### src/design/ipd_pkg.sv
// ----------------------------------------------------------------------------
// ipd_pkg: shared types and constants of the isolated pixel detector
// Pixel and window types, register indexes, neighbor enables and the
// L1 color distance used by the judge.
// ----------------------------------------------------------------------------
package ipd_pkg;

    // Configuration register indexes
    localparam logic [1:0] REG_FRAME_WIDTH  = 2'd0;
    localparam logic [1:0] REG_FRAME_HEIGHT = 2'd1;
    localparam logic [1:0] REG_THRESHOLD    = 2'd2;

    // Item opcodes
    localparam logic OP_PIXEL = 1'b0;
    localparam logic OP_FLUSH = 1'b1;

    // Register widths and limits
    localparam int CFG_DATA_W  = 13;
    localparam int WIDTH_W     = 11;
    localparam int HEIGHT_W    = 13;
    localparam int THRESH_W    = 10;
    localparam int MAX_HEIGHT  = 4096;

    localparam logic [WIDTH_W-1:0]  WIDTH_RESET  = 11'd640;
    localparam logic [HEIGHT_W-1:0] HEIGHT_RESET = 13'd480;
    localparam logic [THRESH_W-1:0] THRESH_RESET = 10'd32;

    typedef struct packed {
        logic [7:0] red;
        logic [7:0] green;
        logic [7:0] blue;
    } pixel_t;

    // 3x3 window, cell index = row * 3 + column, center at 4
    typedef pixel_t [8:0] window_t;

    // Which sides of the center lie inside the frame
    typedef struct packed {
        logic top;
        logic bottom;
        logic left;
        logic right;
    } nbr_ok_t;

    function automatic logic [7:0] abs_diff(logic [7:0] a, logic [7:0] b);
        logic [7:0] d;
        d = (a > b) ? (a - b) : (b - a);
        return d;
    endfunction

    function automatic logic [9:0] l1_dist(pixel_t a, pixel_t b);
        logic [9:0] d;
        d = {2'b00, abs_diff(a.red, b.red)}
          + {2'b00, abs_diff(a.green, b.green)}
          + {2'b00, abs_diff(a.blue, b.blue)};
        return d;
    endfunction

endpackage

### src/design/ipd_judge.sv
// ----------------------------------------------------------------------------
// ipd_judge: outlier decision for one 3x3 window
// Compares the center with each in-frame neighbor by L1 color distance;
// the center is an outlier when no neighbor is closer than the threshold.
// ----------------------------------------------------------------------------
module ipd_judge
    import ipd_pkg::*;
(
    input  window_t               win,
    input  nbr_ok_t               ok,
    input  logic [THRESH_W-1:0]   threshold,
    output logic                  is_outlier
);

    logic [8:0] nbr_en;
    logic [8:0] close;

    // Enable neighbors inside the frame, never the center
    always_comb
    begin
        nbr_en[0] = ok.top    && ok.left;
        nbr_en[1] = ok.top;
        nbr_en[2] = ok.top    && ok.right;
        nbr_en[3] = ok.left;
        nbr_en[4] = 1'b0;
        nbr_en[5] = ok.right;
        nbr_en[6] = ok.bottom && ok.left;
        nbr_en[7] = ok.bottom;
        nbr_en[8] = ok.bottom && ok.right;
    end

    // Eight distances in parallel
    always_comb
    begin
        for (int k = 0; k < 9; k++)
        begin
            close[k] = nbr_en[k] && (l1_dist(win[k], win[4]) < threshold);
        end
    end

    assign is_outlier = ~|close;

endmodule

### config.mk
export PLATFORM = sky130hd
export DESIGN_NAME = ipd_judge
export DESIGN_NICKNAME = d
export VERILOG_FILES = /design/src/design/ipd_pkg.sv /design/src/design/ipd_judge.sv
export SDC_FILE = /design/constraint.sdc
export NUM_CORES = 1
export LEC_CHECK = 0
export ABC_AREA = 1
export BUFFER_PORTS_ARGS = -buffer_cell sky130_fd_sc_hd__clkbuf_2
export CORE_MARGIN = 10
export CORE_UTILIZATION = 50
export DETAILED_ROUTE_END_ITERATION = 16
export PLACE_DENSITY_LB_ADDON = 0.05
export SYNTH_ARGS = -nofsm -noshare
export SYNTH_HDL_FRONTEND = slang
export SYNTH_SLANG_ARGS = --single-unit
export TNS_END_PERCENT = 20
### constraint.sdc
create_clock -name vclk -period 7.9
set_clock_uncertainty 0.15 [all_clocks]
set_input_delay 0.79 -clock vclk [all_inputs]
set_output_delay 0.79 -clock vclk [all_outputs]
set_load 0.02 [all_outputs]
======== Yosys cells after proc, flatten, opt, wreduce, memory -nomap -nowiden ========
Cells that the tools add are included.
word-level totals
  register bits after elaboration ......... 0
  bits in latches ......................... 0
  memory bits (writable) .................. 0
  memory bits (read-only) ................. 0
  bits of input ports ..................... 230
  output and inout bits ................... 1
  memories kept ........................... 0
operators by class
  add/sub/neg operators ................... 64
  multipliers ............................. 0
  divide/modulo/power cells ............... 0
  order comparisons ....................... 32
  equality and inequality tests ........... 0
  shift-type cells ........................ 0
  muxes and demuxes ....................... 24
  bitwise logic cells ..................... 0
  reductions and logical operators ........ 14
operator list
  kind               count
  $sub 8x8->8        48
  $gt 8x8->1         24
  $mux 8             24
  $add 9x8->10       8
  $lt 10x10->1       8
  $add 8x8->9        8
  $logic_and 1x1->1  12
  $reduce_or 8->1    1
  $logic_not 1->1    1

======== Logic depth before layout (Yosys ltp) ========
Gate-level depths: netlist of the first run.
  word-level depth ........................ 8
  gate-level depth with buffers ........... 40
  depth with buffers taken out ............ 39

======== Least setup slack after synthesis of the first run ========
No wires, ideal clock.
  path type ............................... input -> output
  start ................................... in win[105] (netlist bit)
  end ..................................... out is_outlier
  arrival time ............................ 5,049 ps
  required time ........................... 6,960 ps
  setup slack ............................. 1,911 ps
  cell stages on the path ................. 33
  cell sequence ........................... inv_1 > fa_1 > a21oi_1 > o21ai_2 > nand2_1 > nand2_1 > nand2_2 > nand2_1 > o21ai_2 > inv_1 > fa_1 > o21ai_1 > nand2_1 > o21ai_0 > xor2_1 > ha_1 > nand2_1 > inv_1 > nand3_1 > nand3_1 > a21oi_1 > nor2_1 > ha_1 > nand2_1 > nand2_1 > nor2_1 > nand2_1 > a21oi_1 > nand2_1 > nand2_1 > nand2_1 > nand2_1 > nor2_1
between the ends
  longest elaborated chain between the ends .. 8
RTL lines
  element                                           line             RTL
  start: declaration                                ipd_judge.sv:9   input window_t win,
  $sub 8x8->8 / $gt 8x8->1 (equally long branches)  ipd_pkg.sv:47    d = (a > b) ? (a - b) : (b - a);
  $mux 8                                            ipd_pkg.sv:47
  $add 8x8->9                                       ipd_pkg.sv:54    + {2'b00, abs_diff(a.green, b.green)}
  $add 9x8->10                                      ipd_pkg.sv:55    + {2'b00, abs_diff(a.blue, b.blue)};
  $lt 10x10->1                                      ipd_judge.sv:37  close[k] = nbr_en[k] && (l1_dist(win[k], win[4]) < threshold);
  $logic_and 1x1->1                                 ipd_judge.sv:37
  $reduce_or 8->1 *                                 ipd_judge.sv:41  assign is_outlier = ~|close;
  $logic_not 1->1 *                                 ipd_judge.sv:41
  end: declaration                                  ipd_judge.sv:12  output logic is_outlier
Every way passes the cells marked *; elsewhere a longest branch is shown, timed or not.

======== Worst setup path after layout of the first run ========
  start ................................... in win[115] (netlist bit)
  end ..................................... out is_outlier
The elaborated chain is that of the path after synthesis.

==> results.yml, run 1 <==
timing:
  worst_slew_pin_slew_ns: 0.671
  clock.fmax_ghz: 0.138
  setup_viol: 0
  period_share_pct: 92.0
  slew-limit-headroom_pct: 55.2
  finalSetupTns_ns: 0
  rsz0062_at_grt: "false"
  final_hold_viol_count: 0
  maxSlewViolCount: 0
  period_needed_ns: 7.27
die:
  fp.coreArea_um2: 46700
  ioPinCount: 231
  dieArea_um2: 56400
  die_w_um: 237
  start_util_pct: 50.7
  fp.dieH_um: 237
  rows: 79
logic_synthesis:
  ys_types: 42
  synth_area_um2: 23600
  synth-warning-count: 0
  syn_avg_cell_area_um2: 6.20
  syn_inst: 3811
  syn-num-nets: 4651
  yosysSeqAreaShare_pct: 0
worst_hold_path:
  holdPathEnd: "is_outlier"
  hold_depth: 5
  hp-class: "primary input to output port"
  worstHoldStart: "ok[2]"
cts:
  postCtsHoldBufs: 0
  cts_setup_buffers: 0
  post_cts_resize_count: 0
finish:
  n_clock_buffer: 0
  final_util_pct: 54.2
  antennaDiodeCount: 0
  area_delta_synth_final_pct: 6.92
  drive_gt1_share_pct: 9.73
  nets: 4840
  seq_cells: 0
  ff_latch_area_um2: 0
  final.fill_count: 4943
  multi_input_area_um2: 20200
pwr:
  peakVddDrop_uv: 131
  power.leakage_uw: 0.0156
  power.density_nw_per_um2: 222
global_routing:
  grt_usage_pct: 26.8
  antenna_found_initial: 0
  grt_pass1_wl_mm: 121
  grt_pass1_vias: 22400
  grt_max_degree: 17
  grt-ovfl-total: 0
setup_path:
  max_stage_delay_ns: 0.55
  cpMaxStageDelayCell: "ha_1"
  critPathLaunchType: "primary input"
  path_class: "primary input to output port"
  crit_top_cell: "nand2_1"
  arrival_ns: 6.33
  critPathCaptureType: "output port"
  cp.required_ns: 6.96
  cp_max_fo: 9
status:
  status: "completed"
placement:
  hpwl_mm: 69.0
  io_buffers: 231
  place_congestion: 0.974
drt:
  first_pass_iters: 5
  via_count: 23500
  postRouteAntennaNets: 0
  drt_iter0_markers: 1696
  via_per_inst: 5.10
  wl_per_cell_um: 17.0
  drc_errors: 0
  wirelength_mm: 78.4
run:
  max_cap_viol_count: 0
[through the flow]
stage	setup slack [ns]	hold slack, ns	total power [uW]	area, um2	cells
floorplan	1.91	1.59	4300	23600	3811
global placement	0.714	1.96	5540	25300	4605
detailed placement	0.707	1.95	5540	25300	4605
CTS	0.703	1.95	5580	25300	4605
global route	0.191	1.96	6490	25300	4605
finish	0.629	1.97	5610	25300	4605
[worst max-delay path, delay by kind of cell]
family / cells / cell delay [ns]
AO/OA/AOI/OAI: 3 / 0.64
adder cells (fa/ha/maj): 5 / 1.86
AND/OR/NAND/NOR: 19 / 1.81
buffers and inverters: 8 / 1.20
[worst max-delay path by stage]
| stage | startpoint | endpoint | slack (ns) | depth (start not counted) |
|---|---|---|---|---|
| floorplan | win[105] | is_outlier | 1.91 | 33 |
| global placement | win[117] | is_outlier | 0.71 | 33 |
| detailed placement | win[115] | is_outlier | 0.71 | 35 |
| CTS | win[117] | is_outlier | 0.70 | 33 |
| global route | win[117] | is_outlier | 0.19 | 33 |
| finish | win[115] | is_outlier | 0.63 | 35 |
[kinds of logic after synthesis]
| group | Yosys count | share of synthesized area (%) |
|---|---|---|
| AND/OR/NAND/NOR | 1525 | 27.2 |
| buffers and inverters | 876 | 14.6 |
| adder cells (fa/ha/maj) | 610 | 35.9 |
| AO/OA/AOI/OAI | 552 | 13.1 |
| XOR/XNOR | 248 | 9.19 |
[placed cells by master (no fill, tap or decap), drive strengths merged]
cell    count
a21boi     30
nand2b      1
o21ai     138
o21bai     26
a21o       35
nand2    1114
or2        32
o211ai      5
xnor2      85
buf        16
clkbuf    231
ha        497
nor2      150
inv       816
nand4      53
nor3       23
nand3b      3
a21oi     313
o21a        2
nor3b       3
a31oi       1
xor2      163
fa        113
o311ai      2
and2        6
nand3     140
[layer usage]
| metal | global-route usage (%) | part of all wire [%] |
|---|---|---|
| met3 | 2.83 | 5.6 |
| met2 | 44.8 | 45 |
| met4 | 8.25 | 3.5 |
| met5 | 0 | 0 |
| met1 | 35.6 | 46 |
[Yosys cell counts]
master / number / area share, %
ha_1: 497 / 26
o21a_1: 2 / 0.064
a21oi_1: 313 / 6.6
inv_2: 48 / 0.76
or2_0: 8 / 0.21
o21bai_2: 1 / 0.048
a21boi_0: 28 / 0.89
nand2b_1: 1 / 0.026
nor2_2: 2 / 0.053
nand3_2: 4 / 0.17
o21ai_0: 66 / 1.4
or2_1: 13 / 0.34
inv_1: 768 / 12
and2_0: 2 / 0.053
o211ai_1: 5 / 0.16
a21boi_1: 2 / 0.064
nand4_2: 3 / 0.16
clkbuf_2: 7 / 0.15
o21ai_1: 50 / 1.1
nand3b_1: 3 / 0.095
xor2_1: 163 / 6.0
fa_1: 113 / 9.6
nor3b_1: 3 / 0.095
nand2_4: 6 / 0.29
buf_6: 1 / 0.048
nand3_1: 136 / 2.9
nor2_1: 148 / 2.4
a31oi_1: 1 / 0.026
nand4_1: 50 / 1.3
nand2_1: 1078 / 17
o311ai_0: 2 / 0.074
buf_4: 37 / 1.2
o21bai_1: 25 / 0.79
or2_2: 11 / 0.29
a21o_1: 35 / 1.1
buf_2: 15 / 0.32
nor3_1: 8 / 0.17
nand2_2: 30 / 0.79
o21ai_2: 22 / 0.82
nor3_2: 15 / 0.64
and2_1: 4 / 0.11
xnor2_1: 85 / 3.1
[power breakdown]
group	total, uW	switching (uW)	internal, uW	leakage, uW
sequential	0	0	0	0
clock	0	0	0	0
combinational	5610	3390	2220	0.0156
total	5610	3390	2220	0.0156
[final cells by class]
class / instances / share of cell area [%]
inverter: 816 / 12.1
tap: 607 / 3.00
timing repair buffer: 247 / 5.05
multi-input combinational: 2935 / 79.8
Note: power is estimated with default switching activity, not from simulation.
==> run 2: changes to the inputs <==
==> constraint.sdc (replaced) <==
create_clock -name vclk -period 7.9
set_clock_uncertainty 0.15 [all_clocks]
set_input_delay 1.58 -clock vclk [all_inputs]
set_output_delay 1.58 -clock vclk [all_outputs]
set_load 0.02 [all_outputs]
==> results.yml, run 2 (synthesized netlist as in run 1, its figures left out) <==
status:
  status: "completed"
drt:
  via_count: 25100
  via_per_inst: 5.03
  drt_iter0_markers: 1599
  wl_per_cell_um: 16.4
  drc_errors: 0
  first_pass_iters: 6
  wirelength_mm: 81.9
  postRouteAntennaNets: 0
global_routing:
  grt_usage_pct: 27.6
  grt_pass1_vias: 23800
  antenna_found_initial: 3
  grt_pass1_wl_mm: 126
  grt-ovfl-total: 0
  grt_max_degree: 17
placement:
  dpl_cell_area_um2: 28000
  hpwl_mm: 71.4
  place_congestion: 0.978
  io_buffers: 231
die:
  start_util_pct: 50.7
  fp.dieH_um: 237
  fp.coreArea_um2: 46700
  die_w_um: 237
  dieArea_um2: 56400
  rows: 79
  ioPinCount: 231
timing:
  setup_viol: 0
  finalSetupTns_ns: 0
  period_share_pct: 98.6
  hold_ws_ns: 3.41
  maxSlewViolCount: 0
  rsz0062_at_grt: "true"
  slew-limit-headroom_pct: 55.0
  period_needed_ns: 7.79
  final_hold_viol_count: 0
  worst_slew_pin_slew_ns: 0.674
  clock.fmax_ghz: 0.128
run:
  max_cap_viol_count: 0
setup_path:
  cpMaxStageDelayCell: "fa_1"
  critPathCaptureType: "output port"
  cp_max_fo: 5
  critPathLaunchType: "primary input"
  arrival_ns: 6.06
  crit_top_cell: "nand2_1"
  cp.required_ns: 6.17
  path_class: "primary input to output port"
  max_stage_delay_ns: 0.51
worst_hold_path:
  hp-class: "primary input to output port"
  hold_depth: 5
finish:
  area_delta_synth_final_pct: 25.6
  layout.cells.most_common_list: "1052 x nand2_1, 748 x inv_1, 435 x ha_1"
  seq_cells: 0
  final.fill_count: 4542
  drive_gt1_share_pct: 22.2
  nets: 5229
  mostFrequentLayoutCell: "nand2_1"
  n_clock_buffer: 0
  ff_latch_area_um2: 0
  final_util_pct: 63.6
  fin_area_um2: 29700
pwr:
  power_uw: 6780
  power.density_nw_per_um2: 229
  peakVddDrop_uv: 145
  power.leakage_uw: 0.0176
cts:
  postCtsHoldBufs: 0
[run 2: per-stage QoR]
step | std cells | setup WS (ns)
2_1_floorplan | 3811 | 0.331
3_3_place_gp | 4956 | -0.108
3_5_place_dp | 4956 | -0.198
4_1_cts | 4959 | 0.00144
5_1_grt | 4996 | -0.102
6_report | 4996 | 0.110
[run 2: area by class of cell]
cell class / instances / area, um2 / share of cell area (%)
inverter: 816 / 3100 / 10.5
timing repair buffer: 636 / 4530 / 15.3
antenna: 2 / 5.00 / 0.0169
tap: 607 / 759 / 2.56
multi-input combinational: 2935 / 21300 / 71.7
[run 2: layer usage]
layer  GRT usage (%)  up-vias  wire, um
met5               0        -        12
met4            5.09        2      1690
met3            2.00       76      4590
met2            47.0      626     38000
met1            37.6    11400     37600
li1                -    13000         -
[run 2: final timing paths]
check,startpoint,end
setup / recovery,win[109],is_outlier
hold / removal,ok[2],is_outlier
[run 2: report_power, final]
group / switching, uW / internal, uW
clock network: 0 / 0.0000340
logic: 3760 / 3030
registers: 0 / 0
[run 2: timing repair]
item	CTS	global route
setup endpoints to repair	1	1
gates resized for setup	16	272
buffers inserted	3	35
pin swaps	2	114
[run 2: worst max-delay path: cells and delay by family]
family                     cells  cell delay, ns
buffers and inverters         11            1.29
AOI/OAI and AO/OA              4            0.52
and+or+nand+nor               17            1.34
adders and majority gates      4            1.32
==> run 3: changes to the inputs <==
clock period = 7.4 ns   (was 7.9 ns; I/O delays follow)
==> results.yml, run 3 (synthesized netlist as in run 1, its figures left out) <==
status:
  status: "complete, but fails checks"
  violations: "negative setup slack"
setup_path:
  cp_max_fo: 8
  cp.required_ns: 5.77
  arrival_ns: 5.87
  worst-path-buf-inv: 8
  crit_family: "adder cells"
  max_stage_delay_ns: 0.46
  crit_top_cell: "nand2_1"
  critPathLaunchType: "primary input"
  critPathCaptureType: "output port"
  crit_start: "win[112]"
  cpMaxStageDelayCell: "fa_1"
  path_class: "primary input to output port"
  critical_path_depth: 32
timing:
  period_needed_ns: 7.50
  setup_viol: 1
  layout_setup_ws_ns: -0.0971
  slew-limit-headroom_pct: 50.9
  worst_slew_pin_slew_ns: 0.735
  maxSlewViolCount: 0
  clock.fmax_ghz: 0.133
  period_share_pct: 101
  hold_ws_ns: 3.22
  rsz0062_at_grt: "true"
  final_hold_viol_count: 0
pwr:
  power_uw: 8040
  peakVddDrop_uv: 185
  power.leakage_uw: 0.0194
  power.density_nw_per_um2: 245
finish:
  mostFrequentLayoutCell: "nand2_1"
  final_util_pct: 70.4
  area_delta_synth_final_pct: 38.9
  final_cells: 5340
  fin_area_um2: 32800
  multi_input_area_um2: 21700
  layout.cells.most_common_list: "1036 x nand2_1, 735 x inv_1, 709 x buf_4"
  n_clock_buffer: 0
  ff_latch_area_um2: 0
  nets: 5573
  drive_gt1_share_pct: 29.3
  seq_cells: 0
  final.fill_count: 4242
drt:
  wirelength_mm: 85.9
  postRouteAntennaNets: 0
  drt_iter0_markers: 1615
  wl_per_cell_um: 16.1
  via_per_inst: 4.96
  via_count: 26500
  first_pass_iters: 5
  drc_errors: 0
global_routing:
  grt_pass1_wl_mm: 133
  antenna_found_initial: 2
  grt_pass1_vias: 25700
  grt-ovfl-total: 0
  grt_usage_pct: 29.0
  grt_max_degree: 17
placement:
  place_inst: 5290
  place_congestion: 0.979
  dpl_cell_area_um2: 30700
  io_buffers: 231
  hpwl_mm: 73.5
cts:
  postCtsHoldBufs: 0
die:
  start_util_pct: 50.7
  ioPinCount: 231
  die_w_um: 237
  fp.dieH_um: 237
  rows: 79
  dieArea_um2: 56400
  fp.coreArea_um2: 46700
worst_hold_path:
  hp-class: "primary input to output port"
  worstHoldStart: "ok[2]"
  hold_depth: 5
run:
  max_cap_viol_count: 0
[run 3: cell types whose count changed in the layout (fill, tap and decap cells not counted), sizes merged]
| cell | before | now |
|---|---|---|
| clkbuf | 223 | 227 |
| buf | 413 | 753 |
| clkinvlp | 10 | 6 |
| inv | 806 | 810 |
[run 3: path summary, 6_finish.rpt]
kind	slack [ns]	end
min	3.22	is_outlier
max	-0.1	is_outlier
[run 3: final cells by class]
type	count	share of cell area, %
Antenna cell	2	0.0152
Inverter	816	9.41
Multi-Input combinational cell	2935	66.2
Tap cell	607	2.31
Timing Repair Buffer	980	22.0
[run 3: routing by layer]
| layer | track usage [%] | part of all wire (%) |
|---|---|---|
| met2 | 49.5 | 46 |
| met1 | 38.8 | 46 |
| met3 | 1.96 | 5.1 |
| met5 | 0 | 0 |
| met4 | 7.61 | 3.5 |
[run 3: repair_timing]
| action | in CTS | in global routing |
|---|---|---|
| resized for setup | 160 | 211 |
| pin swaps | 70 | 125 |
| hold endpoints to repair | 0 | 0 |
| buffers inserted | 21 | 29 |
| endpoints found under the setup margin | 1 | 1 |
[run 3: metrics by stage]
| step | setup slack (ns) | TNS (ns) |
|---|---|---|
| after floorplan | 0.0314 | 0 |
| after global placement | -0.575 | -0.575 |
| after detailed placement | -0.599 | -0.599 |
| after CTS | -0.0290 | -0.0290 |
| after global routing | -0.379 | -0.379 |
| final | -0.0971 | -0.0971 |
[run 3: power by group]
part	leakage (uW)	internal, uW	switching [uW]
clock	0.0000000127	0.0000361	0
sequential	0	0	0
combinational	0.0194	3800	4240
total	0.0194	3800	4240
